`config.mk`:
```
export PLATFORM = sky130hd
export DESIGN_NAME = mfrb_ctrl
export DESIGN_NICKNAME = d
export VERILOG_FILES = /design/src/rtl/core/mfrb_pkg.sv /design/src/rtl/core/mfrb_ctrl.sv
export SDC_FILE = /design/constraint.sdc
export NUM_CORES = 1
export LEC_CHECK = 0
export ABC_AREA = 1
export BUFFER_PORTS_ARGS = -buffer_cell sky130_fd_sc_hd__buf_2
export CORE_AREA = 2 2 39 41
export CTS_CLUSTER_DIAMETER = 40
export DETAILED_ROUTE_END_ITERATION = 6
export DIE_AREA = 0 0 41 43
export HOLD_SLACK_MARGIN = 0.1
export PLACE_DENSITY = 0.46
export SLEW_MARGIN = 20
export SYNTH_ARGS = -nofsm -noshare
export SYNTH_HDL_FRONTEND = slang
export SYNTH_SLANG_ARGS = --single-unit
```
`constraint.sdc`:
```
create_clock -name clk -period 0.9 [get_ports clk]
set_input_delay 0.09 -clock clk [delete_from_list [all_inputs] [get_ports clk]]
set_output_delay 0.09 -clock clk [all_outputs]
set_load 0.01 [all_outputs]
```
`src/rtl/core/mfrb_pkg.sv`:
```
// Shared constants, command codes and beat types of the frame ring buffer.
`default_nettype none
package mfrb_pkg;

  localparam int DEPTH_FRAMES = 1024;
  localparam int MAX_CHANNELS = 8;
  localparam int MAX_BURST    = 64;

  localparam int SAMPLE_W   = 32;
  localparam int LANES      = 8;
  localparam int CMD_W      = 3;
  localparam int CNT_W      = 11;
  localparam int GEN_W      = 16;
  localparam int CH_W       = 4;
  localparam int CFG_IDX_W  = 2;
  localparam int CFG_DATA_W = 11;
  localparam int IDX_W      = $clog2(DEPTH_FRAMES);
  localparam int BURST_W    = $clog2(MAX_BURST + 1);
  localparam int WIDE_W     = ((IDX_W > CNT_W) ? IDX_W : CNT_W) + 1;
  localparam int FRAME_W    = MAX_CHANNELS * SAMPLE_W;

  localparam int CAP_LIMIT  = (1 << CNT_W) - 1;
  localparam int CAP_MAX    = (DEPTH_FRAMES < CAP_LIMIT) ? DEPTH_FRAMES : CAP_LIMIT;
  localparam int CAP_RESET  = (DEPTH_FRAMES < 1024) ? DEPTH_FRAMES : 1024;
  localparam int CH_RESET   = (MAX_CHANNELS < 2) ? MAX_CHANNELS : 2;

  typedef enum logic [CMD_W-1:0] {
    CMD_PUSH_START = 3'd0,
    CMD_PUSH_FRAME = 3'd1,
    CMD_POP        = 3'd2,
    CMD_PEEK       = 3'd3,
    CMD_DISCARD    = 3'd4,
    CMD_RESET      = 3'd5
  } mfrb_cmd_t;

  localparam logic [CFG_IDX_W-1:0] CFG_CHANNEL_COUNT = 2'd0;
  localparam logic [CFG_IDX_W-1:0] CFG_CAPACITY      = 2'd1;

  typedef struct packed {
    logic [CMD_W-1:0]                command;
    logic [CNT_W-1:0]                frame_count;
    logic [GEN_W-1:0]                generation_tag;
    logic [LANES-1:0][SAMPLE_W-1:0]  samples;
  } mfrb_in_beat_t;

  typedef struct packed {
    logic                            accepted;
    logic [CNT_W-1:0]                count_done;
    logic [LANES-1:0][SAMPLE_W-1:0]  samples;
    logic                            last_of_run;
  } mfrb_out_beat_t;

  typedef struct packed {
    logic take;
    logic rd_issue;
    logic frame_load;
  } mfrb_ctl_t;

  typedef struct packed {
    logic burst_start;
    logic burst_last;
    logic out_free;
  } mfrb_sts_t;

endpackage
`default_nettype wire

```
`src/rtl/core/mfrb_ctrl.sv`:
```
// Command sequencer: takes input beats and steps pop/peek bursts frame by frame.
`default_nettype none
module mfrb_ctrl (
  input  wire logic                 clk,
  input  wire logic                 rst_n,
  input  wire logic                 in_valid,
  output logic                      in_ready,
  input  wire mfrb_pkg::mfrb_sts_t  sts,
  output mfrb_pkg::mfrb_ctl_t       ctl
);

  typedef enum logic [2:0] {
    ST_IDLE = 3'b001,
    ST_READ = 3'b010,
    ST_LOAD = 3'b100
  } mfrb_state_t;

  mfrb_state_t state_r;
  mfrb_state_t state_nxt;
  logic        take;

  always_comb begin
    state_nxt = state_r;
    ctl       = '0;
    in_ready  = 1'b0;
    take      = 1'b0;
    case (state_r)
      ST_IDLE: begin
        in_ready = sts.out_free;
        take     = in_valid && sts.out_free;
        ctl.take = take;
        if (take && sts.burst_start) begin
          state_nxt = ST_READ;
        end
      end
      ST_READ: begin
        ctl.rd_issue = 1'b1;
        state_nxt    = ST_LOAD;
      end
      ST_LOAD: begin
        if (sts.out_free) begin
          ctl.frame_load = 1'b1;
          state_nxt      = sts.burst_last ? ST_IDLE : ST_READ;
        end
      end
      default: begin
        state_nxt = ST_IDLE;
      end
    endcase
  end

  always_ff @(posedge clk) begin
    if (!rst_n) begin
      state_r <= ST_IDLE;
    end else begin
      state_r <= state_nxt;
    end
  end

`ifndef NO_ASSERTIONS
  a_load_after_read: assert property (@(posedge clk) disable iff (!rst_n)
    ctl.rd_issue |=> (state_r == ST_LOAD))
    else $error("read issue not followed by load");
  a_take_only_when_out_free: assert property (@(posedge clk) disable iff (!rst_n)
    ctl.take |-> sts.out_free)
    else $error("input taken while result register busy");
  a_last_frame_returns_idle: assert property (@(posedge clk) disable iff (!rst_n)
    (ctl.frame_load && sts.burst_last) |=> (state_r == ST_IDLE))
    else $error("burst did not end after last frame");
`endif

endmodule
`default_nettype wire

```
==> results of run 1 <==
==> what timing repair did <==
item,CTS,global route
gates resized for setup,11,1
cloned,0,0
setup buffers,3,0
endpoints found under the setup margin,7,7
pin swaps,4,1
==> report_power, final <==
part	internal (mW)	switching (mW)	total (mW)
registers	0.176	0.0533	0.229
clock network	0.166	0.0629	0.229
logic	0.150	0.171	0.321
==> cell families (layout without fill, tap and decap cells) <==
logic type             Yosys count  after routing  synth area share
buffers and inverters            8             25             0.137
AND/OR/NAND/NOR                 22             22             0.531
AO/OA/AOI/OAI                    2              2            0.0571
flip-flops                       3              3             0.274
==> worst max path at each step <==
stage               startpoint         end  cells after the start  slack (ps)
floorplan           state_r[2]  state_r[2]                      4          20
global placement    state_r[2]  state_r[0]                      6         -40
detailed placement  state_r[0]  state_r[0]                      6         -60
CTS                 state_r[0]      ctl[0]                      4        -180
global route        state_r[0]      ctl[0]                      4        -240
finish              state_r[0]      ctl[0]                      4        -150
==> worst register-to-register path: stages (launching register included) <==
cell     delay, ps
dfxtp_4        360
nor2_4         110
nand2_2         60
buf_4          140
nor2_4          90
nor2_2          40
nand2_1         60
nand2_1         40
==> through the flow <==
stage / TNS (ps) / setup slack [ps]
2_1_floorplan: 0 / 20.5
3_3_place_gp: -81.7 / -43.5
3_5_place_dp: -103 / -58.2
4_1_cts: -983 / -176
5_1_grt: -1240 / -239
6_report: -773 / -149
==> cell type report <==
type	count	share of cell area
inverters	8	0.0864
flip-flops and latches	3	0.183
repair buffers	13	0.199
clock buffers	4	0.0698
multi-input cells	24	0.409
well taps	16	0.0532
==> cell usage after synthesis <==
cell	number
dfxtp_1	3
inv_1	7
inv_2	1
nand2_1	6
nand2_2	1
nand3_1	4
nand3_2	1
nor2_1	4
nor2_2	5
nor2_4	1
o21a_1	1
o21ai_0	1
==> routing by layer <==
metal | GRT usage | vias up | routed length (um)
li1 | - | 137 | -
met3 | 0.0157 | 0 | 17
met4 | 0.0800 | 0 | 0
met5 | 0 | - | 0
met2 | 0.106 | 2 | 268
met1 | 0.0671 | 105 | 208
==> flow_summary_export.csv, run 1 <==
group,metric,value,unit
setup_path,r2r-end,"state_r[0]",
timing,fmax,0.953,GHz
cells_and_area,largest_reg_flops,3,
power,p_per_area,2070,mW/mm^2
power,p_leak,0.200,nW
setup_path,r2r_cells,7,
floorplanning,die_w,41,um
grt,gr-total-overflow,0,
timing,finalSetupViolations,7,
status,violations,"negative setup slack",
grt,antenna_found_initial,0,
flow_run,maxCapViolCount,0,
cells_and_area,mostFrequentLayoutCell,"buf_2",
detailed_routing,ant_nets,0,
clock_tree,h-tree-depth,1,
clock_tree,cts_tree,"built",
detailed_routing,wl_per_cell,7.26,um
grt,grt_max_degree,5,
setup_path,regToRegSetupSlack,-110,ps
placed_design,dpl.hpwl,396,um
setup_path,cp_max_fo,4,
timing,drv_slew,0,
cells_and_area,antennaDiodeCount,0,
logic_synthesis,synth_top_area_frac,0.274,
timing,worst_pin_slew,136,ps
logic_synthesis,ys_ff_latch,3,
cells_and_area,final_cell_count_no_fill,68,
detailed_routing,vias_per_cell,3.59,
placed_design,placed_cells,61,
clock_tree,clock_latency,230,ps
logic_synthesis,syn-num-nets,41,
clock_tree,clock-sinks,3,
grt,grt_pass1_wl,821,um
setup_path,path_cells,"nor2_4 > nand2_2 > nor2_1 > buf_2",
min_path,holdCritStartpoint,"rst_n",
floorplanning,rows,14,
timing,timing.hold.ws,106,ps
logic_synthesis,netlist.top_cell.by_area,"dfxtp_1",
timing,fin_crit,1050,ps
cells_and_area,drive_gt1_frac,0.596,
setup_path,path_delay_family,"flip-flops",
timing,rsz0062_at_grt,"yes",
power,peakVddDrop,0.848,mV
detailed_routing,drt_pre_antenna_iters,2,
placed_design,place_congestion,0.673,
setup_path,crit_buf_inv,1,
cells_and_area,register_area,68.8,um^2
logic_synthesis,yosysSeqAreaShare,0.274,
cells_and_area,reg.largest.list,"state_r x3",
setup_path,reg2reg_from,"state_r[0]",
min_path,holdPathStages,2,
clock_tree,holdBufCountCts,0,
cells_and_area,fin_util,0.272,
placed_design,port_buffers,9,
power,p_total,0.779,mW
min_path,min_path_type,"input pin to register",
cells_and_area,layout_common_cells,"buf_2, inv_1, nand2_1, nor2_2, buf_4",
timing,relSlewSlack,0.909,
clock_tree,ctsLongestPathBuffers,2,
detailed_routing,num_vias,244,
logic_synthesis,synth_area_leaders,"dfxtp_1, nor2_2, inv_1, nand2_1, nand3_1",
cells_and_area,multi_input_area,154,um^2
timing,fin_ws,-149,ps
setup_path,crit_slowest_cell,"dfxtp_4",
clock_tree,cts_root_buffer,"clkbuf_4",
placed_design,postPlaceCellArea,292,um^2
floorplanning,core-area,0.00138,mm^2
floorplanning,die_y,43,um
timing,post-route-period-util,1.17,
cells_and_area,nets,59,
detailed_routing,drc_errors,0,
status,status,"complete, but fails checks",
grt,grt_pass1_vias,252,
grt,grt_use_total,0.0701,
setup_path,end_kind,"output pin",
logic_synthesis,avgSynthCellArea,6.26,um^2
floorplanning,die_area,0.00176,mm^2
setup_path,worstPathRequired,810,ps
detailed_routing,drt_iter0_drc,2,
setup_path,slowest_delay,360,ps
floorplanning,start_util,0.158,
clock_tree,numCtsBuffers,3,
logic_synthesis,synth.distinct_cells,12,
setup_path,arrival,960,ps
timing,clock_skew,0.517,ps
setup_path,start_kind,"register",
logic_synthesis,ys.warnings.count,0,
timing,hold_viol,0,
logic_synthesis,netlist_area,219,um^2
cells_and_area,num-fill-cells,169,
cells_and_area,regMostFlops,"state_r",
cells_and_area,syn2layout_area_growth,72.0,%
floorplanning,io_pins,10,
clock_tree,clk_pin_slew,30,ps
detailed_routing,routed_wl,494,um
setup_path,critical_path_class,"register to output pin",
logic_synthesis,netlist_instances,35,
min_path,hold_path_end,"state_r[2]",
cells_and_area,final_area,377,um^2
Power figures use the tool's default switching activity.
==> inputs of run 2 (changes only) <==
- ABC_AREA: 1 -> unset
- CTS_BUF_LIST: unset -> sky130_fd_sc_hd__clkbuf_16
- PLACE_DENSITY: 0.46 -> 0.42
==> flow_summary_export.csv, run 2 <==
group,metric,value,unit
floorplanning,core-area,0.00138,mm^2
placed_design,port_buffers,9,
timing,fin_ws,-221,ps
logic_synthesis,netlist.top_cell.by_area,"dfxtp_1",
detailed_routing,met1_length,266,um
logic_synthesis,synth_common_cells,"dfxtp_1, and2_1, inv_1, nor3_1",
logic_synthesis,postSynth.asyncResetShare,0,
detailed_routing,dr.max_layer_used,"met3",
logic_synthesis,synth_top_area_frac,0.338,
clock_tree,clk_pin_slew,30,ps
placed_design,postPlaceCellArea,265,um^2
grt,grt_pass1_wl,786,um
detailed_routing,drc_errors,0,
clock_tree,numCtsBuffers,3,
cells_and_area,regMostFlops,"state_r",
cells_and_area,syn2layout_area_growth,120,%
floorplanning,die_w,41,um
setup_path,worstPathRequired,810,ps
detailed_routing,ant_nets,0,
timing,final.setup.tns,-928,ps
timing,fin_crit,1120,ps
clock_tree,clock_latency,220,ps
detailed_routing,num_vias,216,
logic_synthesis,ys.warnings.count,0,
power,swShare,0.168,
clock_tree,cts_root_buffer,"clkbuf_16",
cells_and_area,reg.largest.list,"state_r x3",
detailed_routing,routed_wl,562,um
timing,worst_pin_slew,189,ps
placed_design,placed_cells,49,
logic_synthesis,netlist_area,178,um^2
detailed_routing,drt_pre_antenna_iters,1,
logic_synthesis,synth.distinct_cells,16,
clock_tree,ctsLongestPathBuffers,2,
power,p_total,0.903,mW
timing,hold_viol,0,
grt,grt_max_degree,6,
cells_and_area,mostFrequentLayoutCell,"buf_2",
cells_and_area,nets,47,
logic_synthesis,yosysMostFrequentCell,"dfxtp_1",
flow_run,maxCapViolCount,0,
setup_path,crit_slowest_cell,"dfxtp_2",
min_path,min_path_type,"input pin to register",
clock_tree,cts_tree,"built",
setup_path,path_cells,"inv_2 > and4_4 > and2_4 > buf_6",
detailed_routing,wl_met3,48,um
timing,relSlewSlack,0.874,
power,peakVddDrop,0.922,mV
logic_synthesis,ys_ff_latch,3,
setup_path,critical_path_class,"register to output pin",
setup_path,start_kind,"register",
timing,drv_slew,0,
logic_synthesis,synth_edf_count,0,
timing,finalSetupViolations,7,
cells_and_area,drive_gt1_frac,0.650,
status,violations,"negative setup slack",
cells_and_area,largest_reg_flops,3,
detailed_routing,vias_per_cell,3.86,
power,p_per_area,2310,mW/mm^2
placed_design,place_congestion,0.594,
floorplanning,rows,14,
setup_path,arrival,1030,ps
setup_path,end_kind,"output pin",
cells_and_area,final_cell_count_no_fill,56,
floorplanning,start_util,0.128,
floorplanning,io_pins,10,
logic_synthesis,synth_area_leaders,"dfxtp_1, and2_1, nor3b_2, and4_4, nor3_1",
timing,rsz0062_at_grt,"yes",
logic_synthesis,syn-num-nets,27,
logic_synthesis,yosysSeqAreaShare,0.338,
logic_synthesis,synth_ff_type,"dfxtp_1",
detailed_routing,drt_iter0_drc,0,
power,cellInternalPower,0.751,mW
floorplanning,die_area,0.00176,mm^2
timing,post-route-period-util,1.25,
detailed_routing,wl_per_cell,10.0,um
power,p_clk_frac,0.769,
floorplanning,die_y,43,um
cells_and_area,layout_common_cells,"buf_2, buf_4, clkbuf_16, dfxtp_2",
grt,gr-total-overflow,0,
timing,clock_skew,0.946,ps
grt,grt_pass1_vias,205,
clock_tree,clock-sinks,3,
setup_path,cp_max_fo,4,
logic_synthesis,netlist_instances,21,
grt,grt_use_total,0.0732,
detailed_routing,route.met2.wl,247,um
grt,antenna_found_initial,0,
cells_and_area,antennaDiodeCount,0,
power,p_seq_frac,0.157,
setup_path,slowest_delay,330,ps
cells_and_area,final_area,390,um^2
power,p_comb_frac,0.074,
status,status,"complete, but fails checks",
cells_and_area,num-fill-cells,157,
power,p_sw,0.152,mW
power,p_leak,0.179,nW
placed_design,dpl.hpwl,375,um
clock_tree,h-tree-depth,1,
timing,fmax,0.892,GHz
logic_synthesis,avgSynthCellArea,8.46,um^2
-- run 2: repair_timing --
| action | in CTS | in global routing |
|---|---|---|
| buffers inserted | 2 | 0 |
| setup endpoints to repair | 7 | 7 |
| pin swaps | 4 | 0 |
| hold buffers | 1 | 0 |
| gates resized for setup | 7 | 1 |
| hold endpoints to repair | 1 | 0 |
-- run 2: per-layer routing --
layer / GRT usage / up-vias
met3: 0.0314 / 0
met2: 0.0969 / 10
li1: - / 114
met5: 0 / -
met1: 0.0769 / 92
met4: 0.0800 / 0
-- run 2: per-stage QoR --
step / worst slack (ps) / util / hold slack (ps)
final: -221 / 0.282 / 212
after global routing: -251 / 0.282 / 226
after CTS: -225 / 0.279 / 208
after detailed placement: -83.9 / 0.192 / 308
after global placement: -80.9 / 0.192 / 311
after floorplan: 27.6 / - / 162
-- run 2: final timing paths --
path	from	endpoint	slack [ps]	depth (start not counted)
worst min register to register	state_r[0]	state_r[2]	550	2
worst max register to register	state_r[2]	state_r[0]	-150	4
worst min-delay path	sts[1]	state_r[1]	210	3
worst max-delay path	state_r[2]	ctl[2]	-220	4
-- run 2: kinds of logic after synthesis --
logic type,synth area share
AOI/OAI and AO/OA,0.134
buffers and inverters,0.0634
DFF,0.338
and+or+nand+nor,0.465
-- run 2: layout make-up --
class / count / area [um^2] / share of cell area
tap: 16 / 20.0 / 0.0513
inverter: 3 / 11.3 / 0.0288
timing repair buffer: 15 / 103 / 0.263
sequential: 3 / 63.8 / 0.163
clock buffer: 3 / 75.1 / 0.192
clock inverter: 1 / 3.75 / 0.00962
multi-input combinational: 15 / 114 / 0.292
-- run 2: critical path, delay by kind of cell (launching register included) --
family	cells	cell delay [ps]
flops	1	330
simple gates	2	340
buf+inv	2	140
-- run 2: power by group through the flow --
stage	sequential, mW	clock [mW]	combinational (mW)
floorplan	0.142	0	0.0241
global placement	0.142	0	0.0546
detailed placement	0.142	0	0.0549
CTS	0.141	0.714	0.0669
global route	0.142	0.720	0.0732
finish	0.142	0.695	0.0671
==> inputs of run 3 (changes only) <==
- ABC_AREA: unset -> 1
- PLACE_DENSITY: 0.42 -> 0.46
==> flow_summary_export.csv, run 3 (synthesis gave the netlist of run 1 again) <==
group,metric,value,unit
status,status,"complete, but fails checks",
status,violations,"negative setup slack",
timing,fin_crit,1060,ps
clock_tree,clk_pin_slew,30,ps
setup_path,endpoint,"ctl[0]",
timing,drv_slew,0,
cells_and_area,largest_reg_flops,3,
cells_and_area,antennaDiodeCount,0,
cells_and_area,syn2layout_area_growth,90.9,%
placed_design,dpl.hpwl,396,um
power,peakVddDrop,1.14,mV
setup_path,regToRegSetupSlack,-80,ps
detailed_routing,routed_wl,525,um
detailed_routing,ant_nets,0,
cells_and_area,drive_gt1_frac,0.569,
setup_path,cp-startpoint,"state_r[0]",
detailed_routing,drc_errors,0,
clock_tree,clock-sinks,3,
setup_path,start_kind,"register",
detailed_routing,drt_iter0_drc,3,
floorplanning,die_y,43,um
power,p_total,1.29,mW
cells_and_area,num-fill-cells,163,
timing,rsz0062_at_grt,"yes",
cells_and_area,final_cell_count_no_fill,67,
grt,gr-total-overflow,0,
cells_and_area,regMostFlops,"state_r",
clock_tree,numCtsBuffers,3,
placed_design,port_buffers,9,
grt,grt_pass1_vias,225,
placed_design,placed_cells,61,
floorplanning,die_area,0.00176,mm^2
cells_and_area,mostFrequentLayoutCell,"buf_2",
detailed_routing,wl_per_cell,7.84,um
flow_run,maxCapViolCount,0,
clock_tree,holdBufCountCts,0,
setup_path,end_kind,"output pin",
clock_tree,cts_tree,"built",
grt,grt_max_degree,5,
setup_path,r2r_cells,7,
setup_path,reg2reg_from,"state_r[1]",
setup_path,arrival,970,ps
cells_and_area,layout_common_cells,"buf_2, inv_1, nand2_1, nand3_1, nor2_2",
timing,clock_skew,0.0432,ps
min_path,min_path_type,"input pin to register",
setup_path,worstPathRequired,810,ps
setup_path,critical_path_class,"register to output pin",
timing,worst_pin_slew,135,ps
power,p_sw,0.357,mW
detailed_routing,drt_pre_antenna_iters,2,
grt,grt_pass1_wl,814,um
clock_tree,clock_latency,220,ps
floorplanning,io_pins,10,
detailed_routing,vias_per_cell,3.78,
timing,fmax,0.945,GHz
cells_and_area,nets,58,
power,cellInternalPower,0.934,mW
timing,fin_ws,-158,ps
grt,grt_use_total,0.0752,
power,p_seq_frac,0.173,
timing,finalSetupViolations,6,
detailed_routing,num_vias,253,
power,p_clk_frac,0.535,
floorplanning,start_util,0.158,
clock_tree,cts_root_buffer,"clkbuf_16",
floorplanning,rows,14,
setup_path,cp_max_fo,4,
timing,hold_viol,0,
power,swShare,0.276,
timing,timing.hold.ws,112,ps
floorplanning,die_w,41,um
floorplanning,core-area,0.00138,mm^2
cells_and_area,fin_util,0.302,
power,p_comb_frac,0.292,
cells_and_area,reg.largest.list,"state_r x3",
clock_tree,h-tree-depth,1,
clock_tree,ctsLongestPathBuffers,2,
setup_path,r2r-end,"state_r[0]",
grt,antenna_found_initial,0,
placed_design,place_congestion,0.673,
timing,relSlewSlack,0.910,
power,p_per_area,3090,mW/mm^2
timing,post-route-period-util,1.18,
power,p_leak,0.227,nW
==> run 3: cell types whose count changed in the layout (fill, tap and decap cells not counted), moves of 2 or more <==
cell and change:
buf_4 -2, inv_1 +5, nand2_1 +6, nand3_1 +3
nor2_1 +3, nor2_2 +4, nor2_4 +3
==> run 3: per-stage QoR <==
stage               cell area, um^2  TNS (ps)  worst slack (ps)
global route                    418     -1030              -217
detailed placement              292      -103             -58.2
floorplan                       219         0              20.5
finish                          418      -696              -158
global placement                292     -81.7             -43.5
CTS                             415      -710              -168
==> run 3: worst min path at each step <==
stage,startpoint,endpoint,slack [ps],cells past startpoint
6_report,rst_n,state_r[2],110,2
3_5_place_dp,rst_n,state_r[2],350,2
5_1_grt,rst_n,state_r[2],130,2
3_3_place_gp,rst_n,state_r[2],350,2
4_1_cts,rst_n,state_r[2],120,2
2_1_floorplan,rst_n,state_r[2],210,1
==> run 3: layout make-up <==
class	instances	area, um^2	area share
sequential	3	66.3	0.159
tap	16	20.0	0.0479
clock buffer	3	75.1	0.180
clock inverter	1	3.75	0.00898
timing repair buffer	12	71.3	0.171
multi-input combinational	24	149	0.356
inverter	8	32.5	0.0778
==> run 3: routing by layer <==
metal / vias up / share of wire / track usage
met5: - / 0 / 0
met4: 0 / 0.048 / 0.100
met3: 4 / 0.051 / 0.0314
met2: 5 / 0.49 / 0.0969
met1: 109 / 0.41 / 0.0735
li1: 135 / - / -
==> run 3: what timing repair did <==
item,CTS,global route
endpoints found under the setup margin,7,7
pin swaps,2,0
resized for setup,10,2
setup buffers,2,0
==> run 3: worst max-delay path: stages, from the launching register on <==
cell and delay, ps:
dfxtp_2 340, nor2_4 120, nand2_2 70, nor2_1 80, buf_2 130
==> run 3: power by group through the flow <==
stage	registers [mW]	clock network, mW	logic (mW)
floorplan	0.189	0	0.197
global placement	0.193	0	0.278
detailed placement	0.194	0	0.278
CTS	0.222	0.701	0.376
global route	0.226	0.712	0.422
finish	0.223	0.690	0.377
